File: src/rtl/core/spr_pkg.sv
// ---------------------------------------------------------------------------
// Stream pattern replace: package
// Shared constants, register codes, command word and byte select.
// ---------------------------------------------------------------------------
`default_nettype none

package spr_pkg;

  localparam int STORE_BYTES      = 16;
  localparam int STORE_BITS       = 8 * STORE_BYTES;
  localparam int BYTE_IDX_W       = 4;
  localparam int LEN_W            = 5;
  localparam int CNT_W            = 7;
  localparam int COUNTER_MAX      = 127;
  localparam int CFG_IDX_W        = 3;
  localparam int CFG_DATA_W       = 64;
  localparam int MAX_PATTERN_DEF  = 16;
  localparam int SELECT_BITS_DEF  = 64;
  localparam int QUEUE_DEPTH      = 2;
  localparam int QPTR_W           = 1;
  localparam int QCNT_W           = 2;

  typedef enum logic [CFG_IDX_W-1:0] {
    REG_PATTERN_LOW  = 3'd0,
    REG_PATTERN_HIGH = 3'd1,
    REG_PATTERN_LEN  = 3'd2,
    REG_REPLACE_LOW  = 3'd3,
    REG_REPLACE_HIGH = 3'd4,
    REG_REPLACE_LEN  = 3'd5,
    REG_SELECT_EN    = 3'd6,
    REG_SELECT_MASK  = 3'd7
  } cfg_reg_t;

  typedef enum logic {
    CMD_PREFIX,
    CMD_REPLACE
  } cmd_kind_t;

  // one run of output words; len counts the tail byte when present
  typedef struct packed {
    cmd_kind_t        kind;
    logic [LEN_W-1:0] len;
    logic             tail_valid;
    logic [7:0]       tail_byte;
  } cmd_t;

  function automatic logic [7:0] byte_sel(input logic [STORE_BITS-1:0] v,
                                          input logic [BYTE_IDX_W-1:0] i);
    return v[{i, 3'b000} +: 8];
  endfunction

endpackage

`default_nettype wire

File: src/rtl/core/spr_in_if.sv
// ---------------------------------------------------------------------------
// Stream pattern replace: input channel
// Valid/ready channel carrying one stream byte or an end-of-stream mark.
// ---------------------------------------------------------------------------
`default_nettype none

interface spr_in_if;
  logic       valid;
  logic       ready;
  logic [7:0] data_byte;
  logic       end_of_stream;

  modport source (output valid, data_byte, end_of_stream, input ready);
  modport sink   (input valid, data_byte, end_of_stream, output ready);
endinterface

`default_nettype wire

File: src/rtl/core/spr_out_if.sv
// ---------------------------------------------------------------------------
// Stream pattern replace: output channel
// Valid/ready channel carrying one rewritten byte with its flags.
// ---------------------------------------------------------------------------
`default_nettype none

interface spr_out_if;
  logic       valid;
  logic       ready;
  logic [7:0] out_byte;
  logic       from_replacement;
  logic       last_of_run;

  modport source (output valid, out_byte, from_replacement, last_of_run, input ready);
  modport sink   (input valid, out_byte, from_replacement, last_of_run, output ready);
endinterface

`default_nettype wire

File: src/rtl/core/spr_front.sv
// ---------------------------------------------------------------------------
// Stream pattern replace: front end
// Accepts words, tracks the match position and counter, queues run commands.
// ---------------------------------------------------------------------------
`default_nettype none

module spr_front #(
  parameter int MAX_PATTERN = spr_pkg::MAX_PATTERN_DEF,
  parameter int SELECT_BITS = spr_pkg::SELECT_BITS_DEF
) (
  input  wire logic                        clk,
  input  wire logic                        rst,
  spr_in_if.sink                           stream,
  input  wire logic [spr_pkg::STORE_BITS-1:0] pattern_bytes,
  input  wire logic [spr_pkg::LEN_W-1:0]   pattern_len,
  input  wire logic [spr_pkg::LEN_W-1:0]   replace_len,
  input  wire logic                        select_enable,
  input  wire logic [SELECT_BITS-1:0]      select_mask,
  input  wire logic                        clear_position,
  input  wire logic                        queue_full,
  output spr_pkg::cmd_t                    push_cmd,
  output logic                             push_valid
);
  import spr_pkg::*;

  localparam int PAT_BYTES = (MAX_PATTERN < STORE_BYTES) ? MAX_PATTERN : STORE_BYTES;

  logic [LEN_W-1:0] match_position, match_position_next;
  logic [CNT_W-1:0] match_counter, match_counter_next;
  logic [LEN_W-1:0] plen, pos, rlen;
  logic [CNT_W-1:0] count_inc;
  logic [7:0]       pbyte;
  logic             accept, hit, chosen;

  assign stream.ready = !queue_full;
  assign accept       = stream.valid && !queue_full;

  always_comb begin
    if (pattern_len == '0) begin
      plen = LEN_W'(1);
    end else if (pattern_len > LEN_W'(PAT_BYTES)) begin
      plen = LEN_W'(PAT_BYTES);
    end else begin
      plen = pattern_len;
    end
    rlen      = (replace_len > LEN_W'(STORE_BYTES)) ? LEN_W'(STORE_BYTES) : replace_len;
    pos       = (match_position >= plen) ? '0 : match_position;
    pbyte     = byte_sel(pattern_bytes, pos[BYTE_IDX_W-1:0]);
    count_inc = (match_counter != CNT_W'(COUNTER_MAX)) ? match_counter + CNT_W'(1)
                                                       : match_counter;
    // numbers above the mask width never hit; with selection on they are never chosen
    hit = 1'b0;
    for (int k = 0; k < SELECT_BITS; k++) begin
      if (count_inc == CNT_W'(k + 1)) hit = select_mask[k];
    end
    chosen = !select_enable || hit;

    match_position_next = pos;
    match_counter_next  = match_counter;
    push_valid          = 1'b0;
    push_cmd            = '0;
    push_cmd.kind       = CMD_PREFIX;

    if (accept) begin
      if (stream.end_of_stream) begin
        match_position_next = '0;
        if (pos != '0) begin
          push_valid   = 1'b1;
          push_cmd.len = pos;
        end
      end else if (stream.data_byte == pbyte) begin
        if (pos + LEN_W'(1) >= plen) begin
          match_position_next = '0;
          match_counter_next  = count_inc;
          if (chosen) begin
            if (rlen != '0) begin
              push_valid    = 1'b1;
              push_cmd.kind = CMD_REPLACE;
              push_cmd.len  = rlen;
            end
          end else begin
            push_valid   = 1'b1;
            push_cmd.len = plen;
          end
        end else begin
          match_position_next = pos + LEN_W'(1);
        end
      end else begin
        match_position_next = '0;
        push_valid          = 1'b1;
        push_cmd.len        = pos + LEN_W'(1);
        push_cmd.tail_valid = 1'b1;
        push_cmd.tail_byte  = stream.data_byte;
      end
    end
  end

  always_ff @(posedge clk) begin
    if (rst) begin
      match_position <= '0;
      match_counter  <= '0;
    end else begin
      match_counter <= match_counter_next;
      if (clear_position) begin
        match_position <= '0;
      end else begin
        match_position <= match_position_next;
      end
    end
  end

endmodule

`default_nettype wire

File: src/rtl/core/spr_queue.sv
// ---------------------------------------------------------------------------
// Stream pattern replace: command queue
// Two-entry FIFO decoupling the front end from the output sequencer.
// ---------------------------------------------------------------------------
`default_nettype none

module spr_queue (
  input  wire logic          clk,
  input  wire logic          rst,
  input  wire logic          push_valid,
  input  wire spr_pkg::cmd_t push_cmd,
  output logic               full,
  input  wire logic          pop,
  output logic               head_valid,
  output spr_pkg::cmd_t      head_cmd
);
  import spr_pkg::*;

  cmd_t              entries [QUEUE_DEPTH];
  logic [QPTR_W-1:0] wr_ptr, rd_ptr;
  logic [QCNT_W-1:0] count;
  logic              do_push, do_pop;

  assign full       = (count == QCNT_W'(QUEUE_DEPTH));
  assign head_valid = (count != '0);
  assign head_cmd   = entries[rd_ptr];
  assign do_push    = push_valid && !full;
  assign do_pop     = pop && head_valid;

  always_ff @(posedge clk) begin
    if (do_push) entries[wr_ptr] <= push_cmd;
  end

  always_ff @(posedge clk) begin
    if (rst) begin
      wr_ptr <= '0;
      rd_ptr <= '0;
      count  <= '0;
    end else begin
      if (do_push) wr_ptr <= wr_ptr + QPTR_W'(1);
      if (do_pop)  rd_ptr <= rd_ptr + QPTR_W'(1);
      if (do_push && !do_pop) begin
        count <= count + QCNT_W'(1);
      end else if (do_pop && !do_push) begin
        count <= count - QCNT_W'(1);
      end
    end
  end

endmodule

`default_nettype wire

File: src/rtl/core/spr_back.sv
// ---------------------------------------------------------------------------
// Stream pattern replace: output sequencer
// Expands queued run commands into output words, one per cycle while the output is not stalled.
// ---------------------------------------------------------------------------
`default_nettype none

module spr_back (
  input  wire logic                           clk,
  input  wire logic                           rst,
  input  wire logic                           head_valid,
  input  wire spr_pkg::cmd_t                  head_cmd,
  output logic                                pop,
  input  wire logic [spr_pkg::STORE_BITS-1:0] pattern_bytes,
  input  wire logic [spr_pkg::STORE_BITS-1:0] replace_bytes,
  spr_out_if.source                           rewrite
);
  import spr_pkg::*;

  logic                  busy;
  cmd_t                  cmd;
  logic [BYTE_IDX_W-1:0] idx;
  logic                  slot_free, emit, last;
  logic [7:0]            word_byte;
  logic                  word_rep;

  assign slot_free = !rewrite.valid || rewrite.ready;
  assign emit      = busy && slot_free;
  assign last      = ({1'b0, idx} == cmd.len - LEN_W'(1));
  assign pop       = head_valid && (!busy || (emit && last));

  always_comb begin
    if (cmd.kind == CMD_REPLACE) begin
      word_byte = byte_sel(replace_bytes, idx);
      word_rep  = 1'b1;
    end else if (cmd.tail_valid && last) begin
      word_byte = cmd.tail_byte;
      word_rep  = 1'b0;
    end else begin
      word_byte = byte_sel(pattern_bytes, idx);
      word_rep  = 1'b0;
    end
  end

  always_ff @(posedge clk) begin
    if (emit) begin
      rewrite.out_byte         <= word_byte;
      rewrite.from_replacement <= word_rep;
      rewrite.last_of_run      <= last;
    end
  end

  always_ff @(posedge clk) begin
    if (rst) begin
      busy          <= 1'b0;
      rewrite.valid <= 1'b0;
    end else begin
      if (emit) begin
        rewrite.valid <= 1'b1;
      end else if (rewrite.ready) begin
        rewrite.valid <= 1'b0;
      end
      if (pop) begin
        busy <= 1'b1;
      end else if (emit && last) begin
        busy <= 1'b0;
      end
    end
  end

  always_ff @(posedge clk) begin
    if (pop) begin
      cmd <= head_cmd;
      idx <= '0;
    end else if (emit) begin
      idx <= idx + BYTE_IDX_W'(1);
    end
  end

endmodule

`default_nettype wire

File: src/rtl/core/stream_pattern_replace_unit.sv
// A run's first word passes the command queue, the output sequencer's command
// register and the output register before it is valid; a word that gives N output
// words occupies the output sequencer until all N have been emitted.
// Input ready falls only while the two-entry command queue is full.
// Reset (rst, synchronous): control and configuration registers to their reset values, queue and output empty.
// ---------------------------------------------------------------------------
// Stream pattern replace unit
// Byte stream search and replace with a 16-byte pattern, a 16-byte replacement
// and per-match selection through a mask.
// ---------------------------------------------------------------------------
`default_nettype none

module stream_pattern_replace_unit #(
  parameter int MAX_PATTERN = spr_pkg::MAX_PATTERN_DEF,
  parameter int SELECT_BITS = spr_pkg::SELECT_BITS_DEF
) (
  input  wire logic                          clk,
  input  wire logic                          rst,
  spr_in_if.sink                             stream,
  spr_out_if.source                          rewrite,
  input  wire logic                          cfg_we,
  input  wire logic [spr_pkg::CFG_IDX_W-1:0] cfg_index,
  input  wire logic [spr_pkg::CFG_DATA_W-1:0] cfg_data
);
  import spr_pkg::*;

  // Pattern bytes past the usable length are never read, so only those that
  // can be compared are stored.
  localparam int PAT_BYTES = (MAX_PATTERN < STORE_BYTES) ? MAX_PATTERN : STORE_BYTES;

  // configuration registers
  logic [8*PAT_BYTES-1:0] pattern;
  logic [LEN_W-1:0]       pattern_len;
  logic [CFG_DATA_W-1:0]  replace_low, replace_high;
  logic [LEN_W-1:0]       replace_len;
  logic                   select_enable;
  logic [SELECT_BITS-1:0] select_mask;

  logic [STORE_BITS-1:0]  pattern_bytes, replace_bytes;
  logic                   clear_position;

  // front/queue/back hand-off
  cmd_t push_cmd, head_cmd;
  logic push_valid, queue_full, head_valid, pop;

  assign pattern_bytes  = STORE_BITS'(pattern);
  assign replace_bytes  = {replace_high, replace_low};
  // a new pattern length drops any held prefix
  assign clear_position = cfg_we && (cfg_index == REG_PATTERN_LEN);

  // Register writes. Pattern bytes 0..7 come from the low word, 8..15 from
  // the high word; each stored byte picks its own source.
  always_ff @(posedge clk) begin
    if (rst) begin
      pattern       <= '0;
      pattern_len   <= LEN_W'(1);
      replace_low   <= '0;
      replace_high  <= '0;
      replace_len   <= '0;
      select_enable <= 1'b0;
      select_mask   <= '0;
    end else if (cfg_we) begin
      for (int j = 0; j < PAT_BYTES; j++) begin
        if ((j < 8) && (cfg_index == REG_PATTERN_LOW)) begin
          pattern[8*j +: 8] <= cfg_data[8*(j%8) +: 8];
        end
        if ((j >= 8) && (cfg_index == REG_PATTERN_HIGH)) begin
          pattern[8*j +: 8] <= cfg_data[8*(j%8) +: 8];
        end
      end
      case (cfg_reg_t'(cfg_index))
        REG_PATTERN_LEN:  pattern_len   <= cfg_data[LEN_W-1:0];
        REG_REPLACE_LOW:  replace_low   <= cfg_data;
        REG_REPLACE_HIGH: replace_high  <= cfg_data;
        REG_REPLACE_LEN:  replace_len   <= cfg_data[LEN_W-1:0];
        REG_SELECT_EN:    select_enable <= cfg_data[0];
        REG_SELECT_MASK:  select_mask   <= cfg_data[SELECT_BITS-1:0];
        default: ;
      endcase
    end
  end

  // Front end: match tracking and run classification, one word per cycle while the queue is not full.
  spr_front #(
    .MAX_PATTERN (MAX_PATTERN),
    .SELECT_BITS (SELECT_BITS)
  ) u_front (
    .clk            (clk),
    .rst            (rst),
    .stream         (stream),
    .pattern_bytes  (pattern_bytes),
    .pattern_len    (pattern_len),
    .replace_len    (replace_len),
    .select_enable  (select_enable),
    .select_mask    (select_mask),
    .clear_position (clear_position),
    .queue_full     (queue_full),
    .push_cmd       (push_cmd),
    .push_valid     (push_valid)
  );

  // Short command queue so input and output stall independently.
  spr_queue u_queue (
    .clk        (clk),
    .rst        (rst),
    .push_valid (push_valid),
    .push_cmd   (push_cmd),
    .full       (queue_full),
    .pop        (pop),
    .head_valid (head_valid),
    .head_cmd   (head_cmd)
  );

  // Back end: expands each run into words behind a registered output stage.
  spr_back u_back (
    .clk           (clk),
    .rst           (rst),
    .head_valid    (head_valid),
    .head_cmd      (head_cmd),
    .pop           (pop),
    .pattern_bytes (pattern_bytes),
    .replace_bytes (replace_bytes),
    .rewrite       (rewrite)
  );

endmodule

`default_nettype wire

File: src/flat_wrapper.sv
// flat-port wrapper written by rule: the top's interface ports become plain ports
module stream_pattern_replace_unit_flat import spr_pkg::*;
#(
  parameter int MAX_PATTERN = spr_pkg::MAX_PATTERN_DEF,
  parameter int SELECT_BITS = spr_pkg::SELECT_BITS_DEF
)
  (clk, rst, cfg_we, cfg_index, cfg_data, stream_valid, stream_data_byte, stream_end_of_stream, stream_ready, rewrite_valid, rewrite_out_byte, rewrite_from_replacement, rewrite_last_of_run, rewrite_ready);
  spr_in_if stream_i ();
  spr_out_if rewrite_i ();
  input  wire logic clk;
  input  wire logic rst;
  input  wire logic cfg_we;
  input  wire logic [spr_pkg::CFG_IDX_W-1:0] cfg_index;
  input  wire logic [spr_pkg::CFG_DATA_W-1:0] cfg_data;
  input wire logic [$bits(stream_i.valid)-1:0] stream_valid;
  input wire logic [$bits(stream_i.data_byte)-1:0] stream_data_byte;
  input wire logic [$bits(stream_i.end_of_stream)-1:0] stream_end_of_stream;
  output wire logic [$bits(stream_i.ready)-1:0] stream_ready;
  output wire logic [$bits(rewrite_i.valid)-1:0] rewrite_valid;
  output wire logic [$bits(rewrite_i.out_byte)-1:0] rewrite_out_byte;
  output wire logic [$bits(rewrite_i.from_replacement)-1:0] rewrite_from_replacement;
  output wire logic [$bits(rewrite_i.last_of_run)-1:0] rewrite_last_of_run;
  input wire logic [$bits(rewrite_i.ready)-1:0] rewrite_ready;
  assign stream_i.valid = stream_valid;
  assign stream_i.data_byte = stream_data_byte;
  assign stream_i.end_of_stream = stream_end_of_stream;
  assign stream_ready = stream_i.ready;
  assign rewrite_valid = rewrite_i.valid;
  assign rewrite_out_byte = rewrite_i.out_byte;
  assign rewrite_from_replacement = rewrite_i.from_replacement;
  assign rewrite_last_of_run = rewrite_i.last_of_run;
  assign rewrite_i.ready = rewrite_ready;
  stream_pattern_replace_unit #(.MAX_PATTERN(MAX_PATTERN), .SELECT_BITS(SELECT_BITS)) u_core (.clk(clk), .rst(rst), .stream(stream_i), .rewrite(rewrite_i), .cfg_we(cfg_we), .cfg_index(cfg_index), .cfg_data(cfg_data));
endmodule
File: config.mk
export PLATFORM = sky130hd
export DESIGN_NAME = stream_pattern_replace_unit_flat
export DESIGN_NICKNAME = d
export VERILOG_FILES = /design/src/rtl/core/spr_pkg.sv /design/src/rtl/core/spr_in_if.sv /design/src/rtl/core/spr_out_if.sv /design/src/rtl/core/spr_front.sv /design/src/rtl/core/spr_queue.sv /design/src/rtl/core/spr_back.sv /design/src/rtl/core/stream_pattern_replace_unit.sv /design/src/flat_wrapper.sv
export SDC_FILE = /design/constraint.sdc
export NUM_CORES = 1
export LEC_CHECK = 0
export BUFFER_PORTS_ARGS = -buffer_cell sky130_fd_sc_hd__buf_2
export CORE_ASPECT_RATIO = 0.9
export CORE_MARGIN = 1
export CORE_UTILIZATION = 25
export CTS_BUF_LIST = sky130_fd_sc_hd__clkbuf_8
export CTS_CLUSTER_SIZE = 30
export DETAILED_ROUTE_END_ITERATION = 8
export PLACE_DENSITY_LB_ADDON = 0.15
export SLEW_MARGIN = 0
export SYNTH_ARGS = -nofsm -noshare
export SYNTH_HDL_FRONTEND = slang
export SYNTH_SLANG_ARGS = --single-unit
File: constraint.sdc
create_clock -name clk -period 12.9 [get_ports clk]
set_input_delay 1.29 -clock clk [delete_from_list [all_inputs] [get_ports clk]]
set_output_delay 1.29 -clock clk [all_outputs]
set_load 0.005 [all_outputs]
## Word level (Yosys, flattened, before mapping)

Memory sizes are Yosys's and may differ from the RTL's. A register that Yosys moved wholly into a read port is not among the register bits.
Cells that the tools add are included.

- $add $sub $neg: 8
- Eq/ne operators: 75
- Bitwise operators: 1
- Reductions and logical operators: 37
- Muxes and demuxes: 103
- $lt $le $gt $ge: 4
- Div/mod/pow operators: 0
- Shifts and indexed selects: 3
- Multiply operators: 0

Operator list:

| cell | count |
|---|---|
| $shiftx 128x8->8 | 3 |
| $eq 7x6->1 const B | 32 |
| $eq 7x5->1 const B | 16 |
| $mux 1 | 81 |
| $mux 5 | 12 |
| $eq 7x4->1 const B | 8 |
| $eq 7x3->1 const B | 4 |
| $mux 9 | 2 |
| $mux 8 | 2 |
| $reduce_and 2->1 | 8 |
| $mux 15 | 1 |
| $eq 7x2->1 const B | 2 |
| $eq 3x3->1 const B | 4 |
| $mux 6 | 2 |
| $ge 5x5->1 | 2 |
| $gt 5x5->1 const B | 2 |
| $logic_and 1x1->1 | 10 |
| $reduce_bool 5->1 | 2 |
| $eq 8x8->1 | 1 |
| $reduce_bool 2->1 | 4 |
| $add 7x1->7 const B | 1 |
| $eq 7x1->1 const B | 1 |
| $eq 7x7->1 const B | 1 |
| $mux 7 | 1 |
| 19 further kinds | 29 |

- ROM bits: 0
- Output and inout port bits: 12
- Flip-flop bits (word level): 363
- Memories: 1
- Memory bits (writable): 30
- Logic and storage cells: 251
- Latch bits: 0
- Input port bits: 81

Memory list:

| name | depth | width | read ports | clocked after Yosys merged registers in | wr ports | line | source |
|---|---|---|---|---|---|---|---|
| u_core.u_queue.entries | 2 | 15 | 1 | 1 | 1 | spr_queue.sv:19 | `cmd_t entries [QUEUE_DEPTH];` |

## Longest topological paths before layout

- Depth after elaboration: 78
- Gate-level depth with buffers: 23
- Depth with buffers taken out: 22

## Modules after synthesis

A second synthesis with hierarchy kept.

- Cells, all modules: 2089
- Area, all modules: 21901.0 um2

By module, submodules not included:

| module | sequential area each (um2) | instances | cells each | area each (um2) |
|---|---|---|---|---|
| stream_pattern_replace_unit | 6626.4 | 1 | 1155 | 12904.9 |
| spr_front | 240.2 | 1 | 557 | 4225.3 |
| spr_back | 870.8 | 1 | 305 | 3468.3 |
| spr_queue | 1001.0 | 1 | 72 | 1302.5 |

## Worst setup path after synthesis

No wires, ideal clock.

- Path kind: reg-to-reg
- Start point: register u_core.pattern_len[1]
- End point: register u_core.u_queue.count[1]
- Data arrival time: 4530 ps
- Cell stages (with the launch flop): 20
- Slack: 8300 ps
- Buffers on the path: 1
- Period minus slack after synthesis: 4600 ps
- Data required time: 12830 ps
- Library setup time: 70 ps
- Path through: dfxtp_1 > nor3_1 > nor2_1 > nor2_1 > ha_1 > nand2b_1 > a311oi_2 > buf_4 > o211ai_1 > a311oi_1 > nand4b_1 > nand4_1 > a2111o_1 > nor4b_4 > nand2_1 > and2_1 > or2_1 > ha_1 > or3_1 > a21oi_1

- Word-level cells in the longest chain between the ends: 15
- Elaborated cells on any way between the ends: 22
- Classes of those cells: add/sub: 1; order compare: 3; eq/ne: 1; shift: 1; mux: 9; reduce/logical: 7

Ends and longest elaborated chain:

| what | line | source |
|---|---|---|
| start, declared | stream_pattern_replace_unit.sv:33 | `logic [LEN_W-1:0] pattern_len;` |
| start signal, assigned | stream_pattern_replace_unit.sv:72 | `REG_PATTERN_LEN: pattern_len <= cfg_data[LEN_W-1:0];` |
| $gt 5x5->1 | spr_front.sv:41 | `end else if (pattern_len > LEN_W'(PAT_BYTES)) begin` |
| $mux 5 | spr_front.sv:41 |  |
| $mux 5 (*) | spr_front.sv:39 | `if (pattern_len == '0) begin` |
| $ge 5x5->1 | spr_front.sv:47 | `pos = (match_position >= plen) ? '0 : match_position;` |
| $mux 5 | spr_front.sv:47 |  |
| $add 5x1->5 | spr_front.sv:72 | `if (pos + LEN_W'(1) >= plen) begin` |
| $ge 5x5->1 | spr_front.sv:72 |  |
| $mux 1 | spr_front.sv:72 |  |
| $mux 1 | spr_front.sv:71 | `end else if (stream.data_byte == pbyte) begin` |
| $mux 1 (*) | spr_front.sv:65 | `if (stream.end_of_stream) begin` |
| $mux 1 (*) | spr_front.sv:64 | `if (accept) begin` |
| $logic_and 1x1->1 (*) | spr_queue.sv:27 | `assign do_push = push_valid && !full;` |
| named net u_core.u_queue.do_push | spr_queue.sv:22 | `logic do_push, do_pop;` |
| $logic_not 1->1 | spr_queue.sv:44 | `end else if (do_pop && !do_push) begin` |
| $logic_and 1x1->1 | spr_queue.sv:44 |  |
| $reduce_bool 2->1 (no source line) | - |  |
| end signal, assigned | spr_queue.sv:43 | `count <= count + QCNT_W'(1);` |
| end signal, assigned | spr_queue.sv:45 | `count <= count - QCNT_W'(1);` |
| end, declared | spr_queue.sv:21 | `logic [QCNT_W-1:0] count;` |

The timed path passes the listed nets; every way through them passes the cells marked *.
A chain may end at the register's enable or synchronous reset.

## Final worst setup path

- Start point: register u_core.u_front.match_counter[1]
- End point: register u_core.u_queue.count[1]

- Word-level cells in the longest chain between the ends: 77
- Elaborated cells on any way between the ends: 143
- Classes of those cells: add/sub: 1; eq/ne: 65; mux: 71; reduce/logical: 6

Ends and longest elaborated chain:

| what | line | source |
|---|---|---|
| start, declared | spr_front.sv:29 | `logic [CNT_W-1:0] match_counter, match_counter_next;` |
| start signal, assigned | spr_front.sv:103 | `match_counter <= match_counter_next;` |
| $add 7x1->7 or $ne 7x7->1 (tied branches) | spr_front.sv:49 | `count_inc = (match_counter != CNT_W'(COUNTER_MAX)) ? match_counter + CNT_W'(1)` |
| $mux 7 (*) | spr_front.sv:49 |  |
| $eq 7x1->1 | spr_front.sv:54 | `if (count_inc == CNT_W'(k + 1)) hit = select_mask[k];` |
| $mux 1 (63 in a row) | spr_front.sv:54 |  |
| $mux 1 (*) | spr_front.sv:54 |  |
| $logic_or 1x1->1 (*) | spr_front.sv:56 | `chosen = !select_enable \|\| hit;` |
| $mux 1 (*) | spr_front.sv:75 | `if (chosen) begin` |
| $mux 1 (*) | spr_front.sv:72 |  |
| $mux 1 (*) | spr_front.sv:71 |  |
| $mux 1 (*) | spr_front.sv:65 |  |
| $mux 1 (*) | spr_front.sv:64 |  |
| $logic_and 1x1->1 (*) | spr_queue.sv:27 |  |
| named net u_core.u_queue.do_push | spr_queue.sv:22 |  |
| $logic_not 1->1 | spr_queue.sv:44 |  |
| $logic_and 1x1->1 | spr_queue.sv:44 |  |
| $reduce_bool 2->1 (no source line) | - |  |

Marks and branches as above.

==> Implementation_results.wiki <==
{| class="wikitable"
! Metric !! Value
|-
| Design Power || 3.203 mW
|-
| Ranking of synthesized cells by instance count || 700 x nand2_1, 364 x a21oi_1, 353 x dfxtp_1
|-
| Largest net degree at the start of global routing || 96
|-
| Post-Syn Area || 19990 µm²
|-
| Number of nets in the layout || 2470
|-
| Fin util || 29.20%
|-
| Synthesis-to-layout area growth || 14.72%
|-
| Share of synthesized flip-flops with an asynchronous set or reset || 0%
|-
| Global-route wire length before repair || 118700 µm
|-
| Number of enable flip-flop cells after synthesis || 55
|-
| Most common cell in the netlist || nand2_1
|-
| Compound-Gate Fraction of Synth Area || 17.62%
|-
| Dominant combinational cell family by area after synthesis || simple AND/OR/NAND/NOR gates
|-
| Die ar. || 81080 µm²
|-
| Crit path max fanout || 17
|-
| Area after detailed placement || 21420 µm²
|-
| Switching share of power || 30.49%
|-
| Total area of multi-input combinational cells || 10540 µm²
|-
| Pwr per Cell Area || 139.7 nW/µm²
|-
| Cell count after synthesis || 2340
|-
| Worst r2r path cells || 15
|-
| Cell chosen for the clock root || clkbuf_8
|-
| Max-cap violations || 0
|-
| Core region area || 78520 µm²
|-
| Actual transition at the worst max-transition pin || 1.113 ns
|-
| Flops & latches, synth || 408
|-
| XOR/XNOR Fraction of Synth Area || 0.8327%
|-
| Total leakage power || 7.675 nW
|-
| Share of power burned in the clock network || 39.3%
|-
| CTS sink count || 408
|-
| Number of setup violations in the final report || 0
|-
| Part of the total power dissipated in sequential elements || 46.3%
|-
| Type of the worst min-delay path || reg -> reg
|-
| Number of fillers in the final layout || 8447
|-
| Post-DR vias/cell || 5.140
|-
| DRC violation count after routing || 0
|-
| Number of global-route vias before repair || 17130
|-
| Later-pin clock latency in the skew report || 0.68 ns
|-
| Multiplexer share of the synthesized area || 12.05%
|-
| Number of cells traversed by the worst hold path || 2
|-
| Detailed-placement wirelength estimate || 54870 µm
|-
| Setup Crit Path Kind || reg -> reg
|-
| Die Height || 270.2 µm
|-
| Post-synthesis area per instance || 8.541 µm²
|-
| Number of clock buffers inserted by TritonCTS || 74
|-
| Grt total ovfl || 0
|-
| Share of final-layout standard cells stronger than drive strength 1 || 15.14%
|-
| Synthesized netlist net count || 2439
|-
| Cell row count || 97
|-
| Number of antenna-violating nets in the routed design || 0
|-
| Quantity of I/O buffers inserted on ports || 92
|-
| Post-layout instance count excluding filler cells || 3470
|-
| Data required, critical path || 13.47 ns
|-
| Deepest clock path buffer count || 3
|-
| Smallest setup slack after layout || 6.956 ns
|-
| Aggregate negative setup slack || 0 ns
|-
| Die boundary width || 300.0 µm
|-
| Number of warnings issued by yosys || 0
|-
| Endpoint arrival time on the critical path || 6.52 ns
|-
| Initial Utilization || 25.45%
|-
| Post-route minimum period || 5.944 ns
|-
| Slew margin rel. || 25.78%
|-
| Worst slack, placed || 7.135 ns
|-
| Worst VDD drop || 82.50 µV
|-
| Initial detailed-routing violation count || 1324
|-
| Top cell type's share of synthesized area || 35.36%
|-
| Number of antenna violations at the first check in global routing || 1
|-
| Kind of start point of the critical path || register
|-
| Number of max-slew violations in the final report || 0
|-
| Post-CTS Hold Fix Bufs || 0
|-
| Proportion of synthesized chip area in sequential cells || 43.62%
|-
| Number of iterations in the first detailed-routing pass || 6
|-
| Clock transition time at the flip-flop clock pins of the worst setup and hold paths || 0.06 ns
|-
| Detail-routed net length per standard cell || 23.41 µm
|-
| Total via count in the routed design || 17840
|-
| Unrepaired setup endpoints after global routing || no
|-
| Top FF cell, synth || dfxtp_1
|-
| Final Hold Viols || 0
|-
| H-Tree Level Count || 3
|-
| Worst clock skew || 0.03878 ns
|-
| Number of instances resized during post-cts repair || 0
|-
| Area contributors post-synth || dfxtp_1 35%, nand2_1 13%, mux4_2 9.1%, a21oi_1 9.1%, edfxtp_1 8.3%
|-
| Result of the run || finished clean
|-
| Cell count after placement || 3334
|-
| Fraction of power consumed by combinational cells || 14.4%
|-
| Number of top-level pins || 93
|-
| Routed wire length || 81220 µm
|-
| Post-route worst hold slack || 0.4504 ns
|-
| Tot GR Track Use || 19.68%
|-
| Internal power consumption || 2.227 mW
|-
| Post-synthesis adder-cell area fraction || 1.127%
|-
| Placer Congestion || 0.8838
|-
| Yosys cell types || 80
|-
| Post-CTS Setup Repair Bufs || 0
|-
| Biggest area consumer among synthesized cells || dfxtp_1
|-
| Final standard cell area without fillers || 22930 µm²
|-
| Critical path capture point type || register
|-
| Achievable frequency || 0.1682 GHz
|-
| Share of synthesized cell area in and, or, nand and nor gates || 20.87%
|-
| Register area || 8728 µm²
|-
| TritonCTS clock tree || yes
|-
| Period Utilization, post-route || 46.08%
|-
| Switching pwr || 0.9767 mW
|}
-- power groups by stage --
| stage | sequential, mW | clock (mW) | combinational (mW) |
|---|---|---|---|
| after global routing | 1.50 | 1.36 | 0.494 |
| after global placement | 1.51 | 0 | 0.466 |
| after detailed placement | 1.51 | 0 | 0.468 |
| after CTS | 1.49 | 1.31 | 0.469 |
| final | 1.48 | 1.26 | 0.461 |
| after floorplan | 1.42 | 0 | 0.342 |
-- cells by family (layout without fill, tap and decap cells) --
logic type,after synthesis,count (layout)
adder cells (fa/ha/maj),18,18
AO/OA/AOI/OAI,584,584
multiplexers,137,137
other,0,1
flip-flops,408,408
buffers and inverters,200,290
XOR/XNOR,19,19
AND/OR/NAND/NOR,974,974
-- final timing paths --
kind,slack [ns],endpoint,start
worst max-delay path,6.96,u_core.u_queue.count[1]$_SDFFE_PP0P_,u_core.u_front.match_counter[1]$_SDFFE_PP0P_
worst min-delay path,0.45,u_core.replace_high[26]$_SDFFE_PP0P_,u_core.replace_high[26]$_SDFFE_PP0P_
worst max register to register,6.96,u_core.u_queue.count[1]$_SDFFE_PP0P_,u_core.u_front.match_counter[1]$_SDFFE_PP0P_
worst min register to register,0.45,u_core.replace_high[26]$_SDFFE_PP0P_,u_core.replace_high[26]$_SDFFE_PP0P_
-- layer usage --
metal | routed length (µm) | vias to the layer above | global-route usage, %
met2 | 36070 | 592 | 30.27
met3 | 4396 | 125 | 3.024
met5 | 0 | - | 0
met4 | 2107 | 0 | 5.720
li1 | - | 8362 | -
met1 | 38650 | 8758 | 28.20
-- critical path, cell delays in order, from the launching register on --
cell,delay (ns)
dfxtp_1,0.65
ha_1,0.70
or2_2,0.23
o21a_1,0.51
a211oi_1,0.26
or4_1,0.59
or4_1,0.55
o21ai_1,0.19
nand2_1,0.08
a211oi_1,0.19
nand2b_1,0.61
a21oi_1,0.21
or2_1,0.25
ha_1,0.33
or3_1,0.35
a21oi_1,0.14
-- cell type report --
type	instances	share of cell area [%]
Sequential cell	408	38.07
Timing Repair Buffer	132	3.362
Multi-Input combinational cell	1732	45.96
Tap cell	1039	5.670
Clock inverter	44	1.091
Inverter	23	0.3766
Clock buffer	91	5.463
Antenna cell	1	0.01091
-- registers in the layout, indices dropped and copies added, names as in the netlist --
| signal | count |
|---|---|
| u_core.select_mask | 64 |
| u_core.u_front.match_counter | 7 |
| u_core.u_queue.count | 2 |
| u_core.replace_high | 64 |
| u_core.pattern_len | 5 |
| u_core.u_queue.rd_ptr | 1 |
| u_core.pattern | 128 |
| u_core.replace_low | 64 |
| u_core.u_back.cmd | 15 |
| u_core.u_front.match_position | 5 |
| u_core.u_queue.entries | 30 |
| u_core.u_queue.wr_ptr | 1 |
| u_core.select_enable | 1 |
| u_core.replace_len | 5 |
| u_core.u_back.rewrite.valid | 1 |
| u_core.u_back.busy | 1 |
| u_core.u_back.rewrite.out_byte | 8 |
| u_core.u_back.idx | 4 |
| u_core.u_back.rewrite.from_replacement | 1 |
| u_core.u_back.rewrite.last_of_run | 1 |
-- layout by cell type (no fill, tap or decap), types with 11 or more instances in the layout --
master    count
nand2_1     698
a21oi_1     363
dfxtp_1     349
clkbuf_8     91
buf_2        91
mux4_2       81
nor2_1       76
edfxtp_1     55
inv_1        47
nand3_1      45
a211oi_1     42
buf_4        40
mux2i_1      38
nor2b_1      24
o21ai_0      24
o211ai_1     22
ha_1         18
nor3_1       16
mux2_2       16
and2_1       15
nand2b_1     14
nand4_1      12
a21o_1       11
a311oi_1     11
Note: power is estimated with default switching activity, not from simulation.
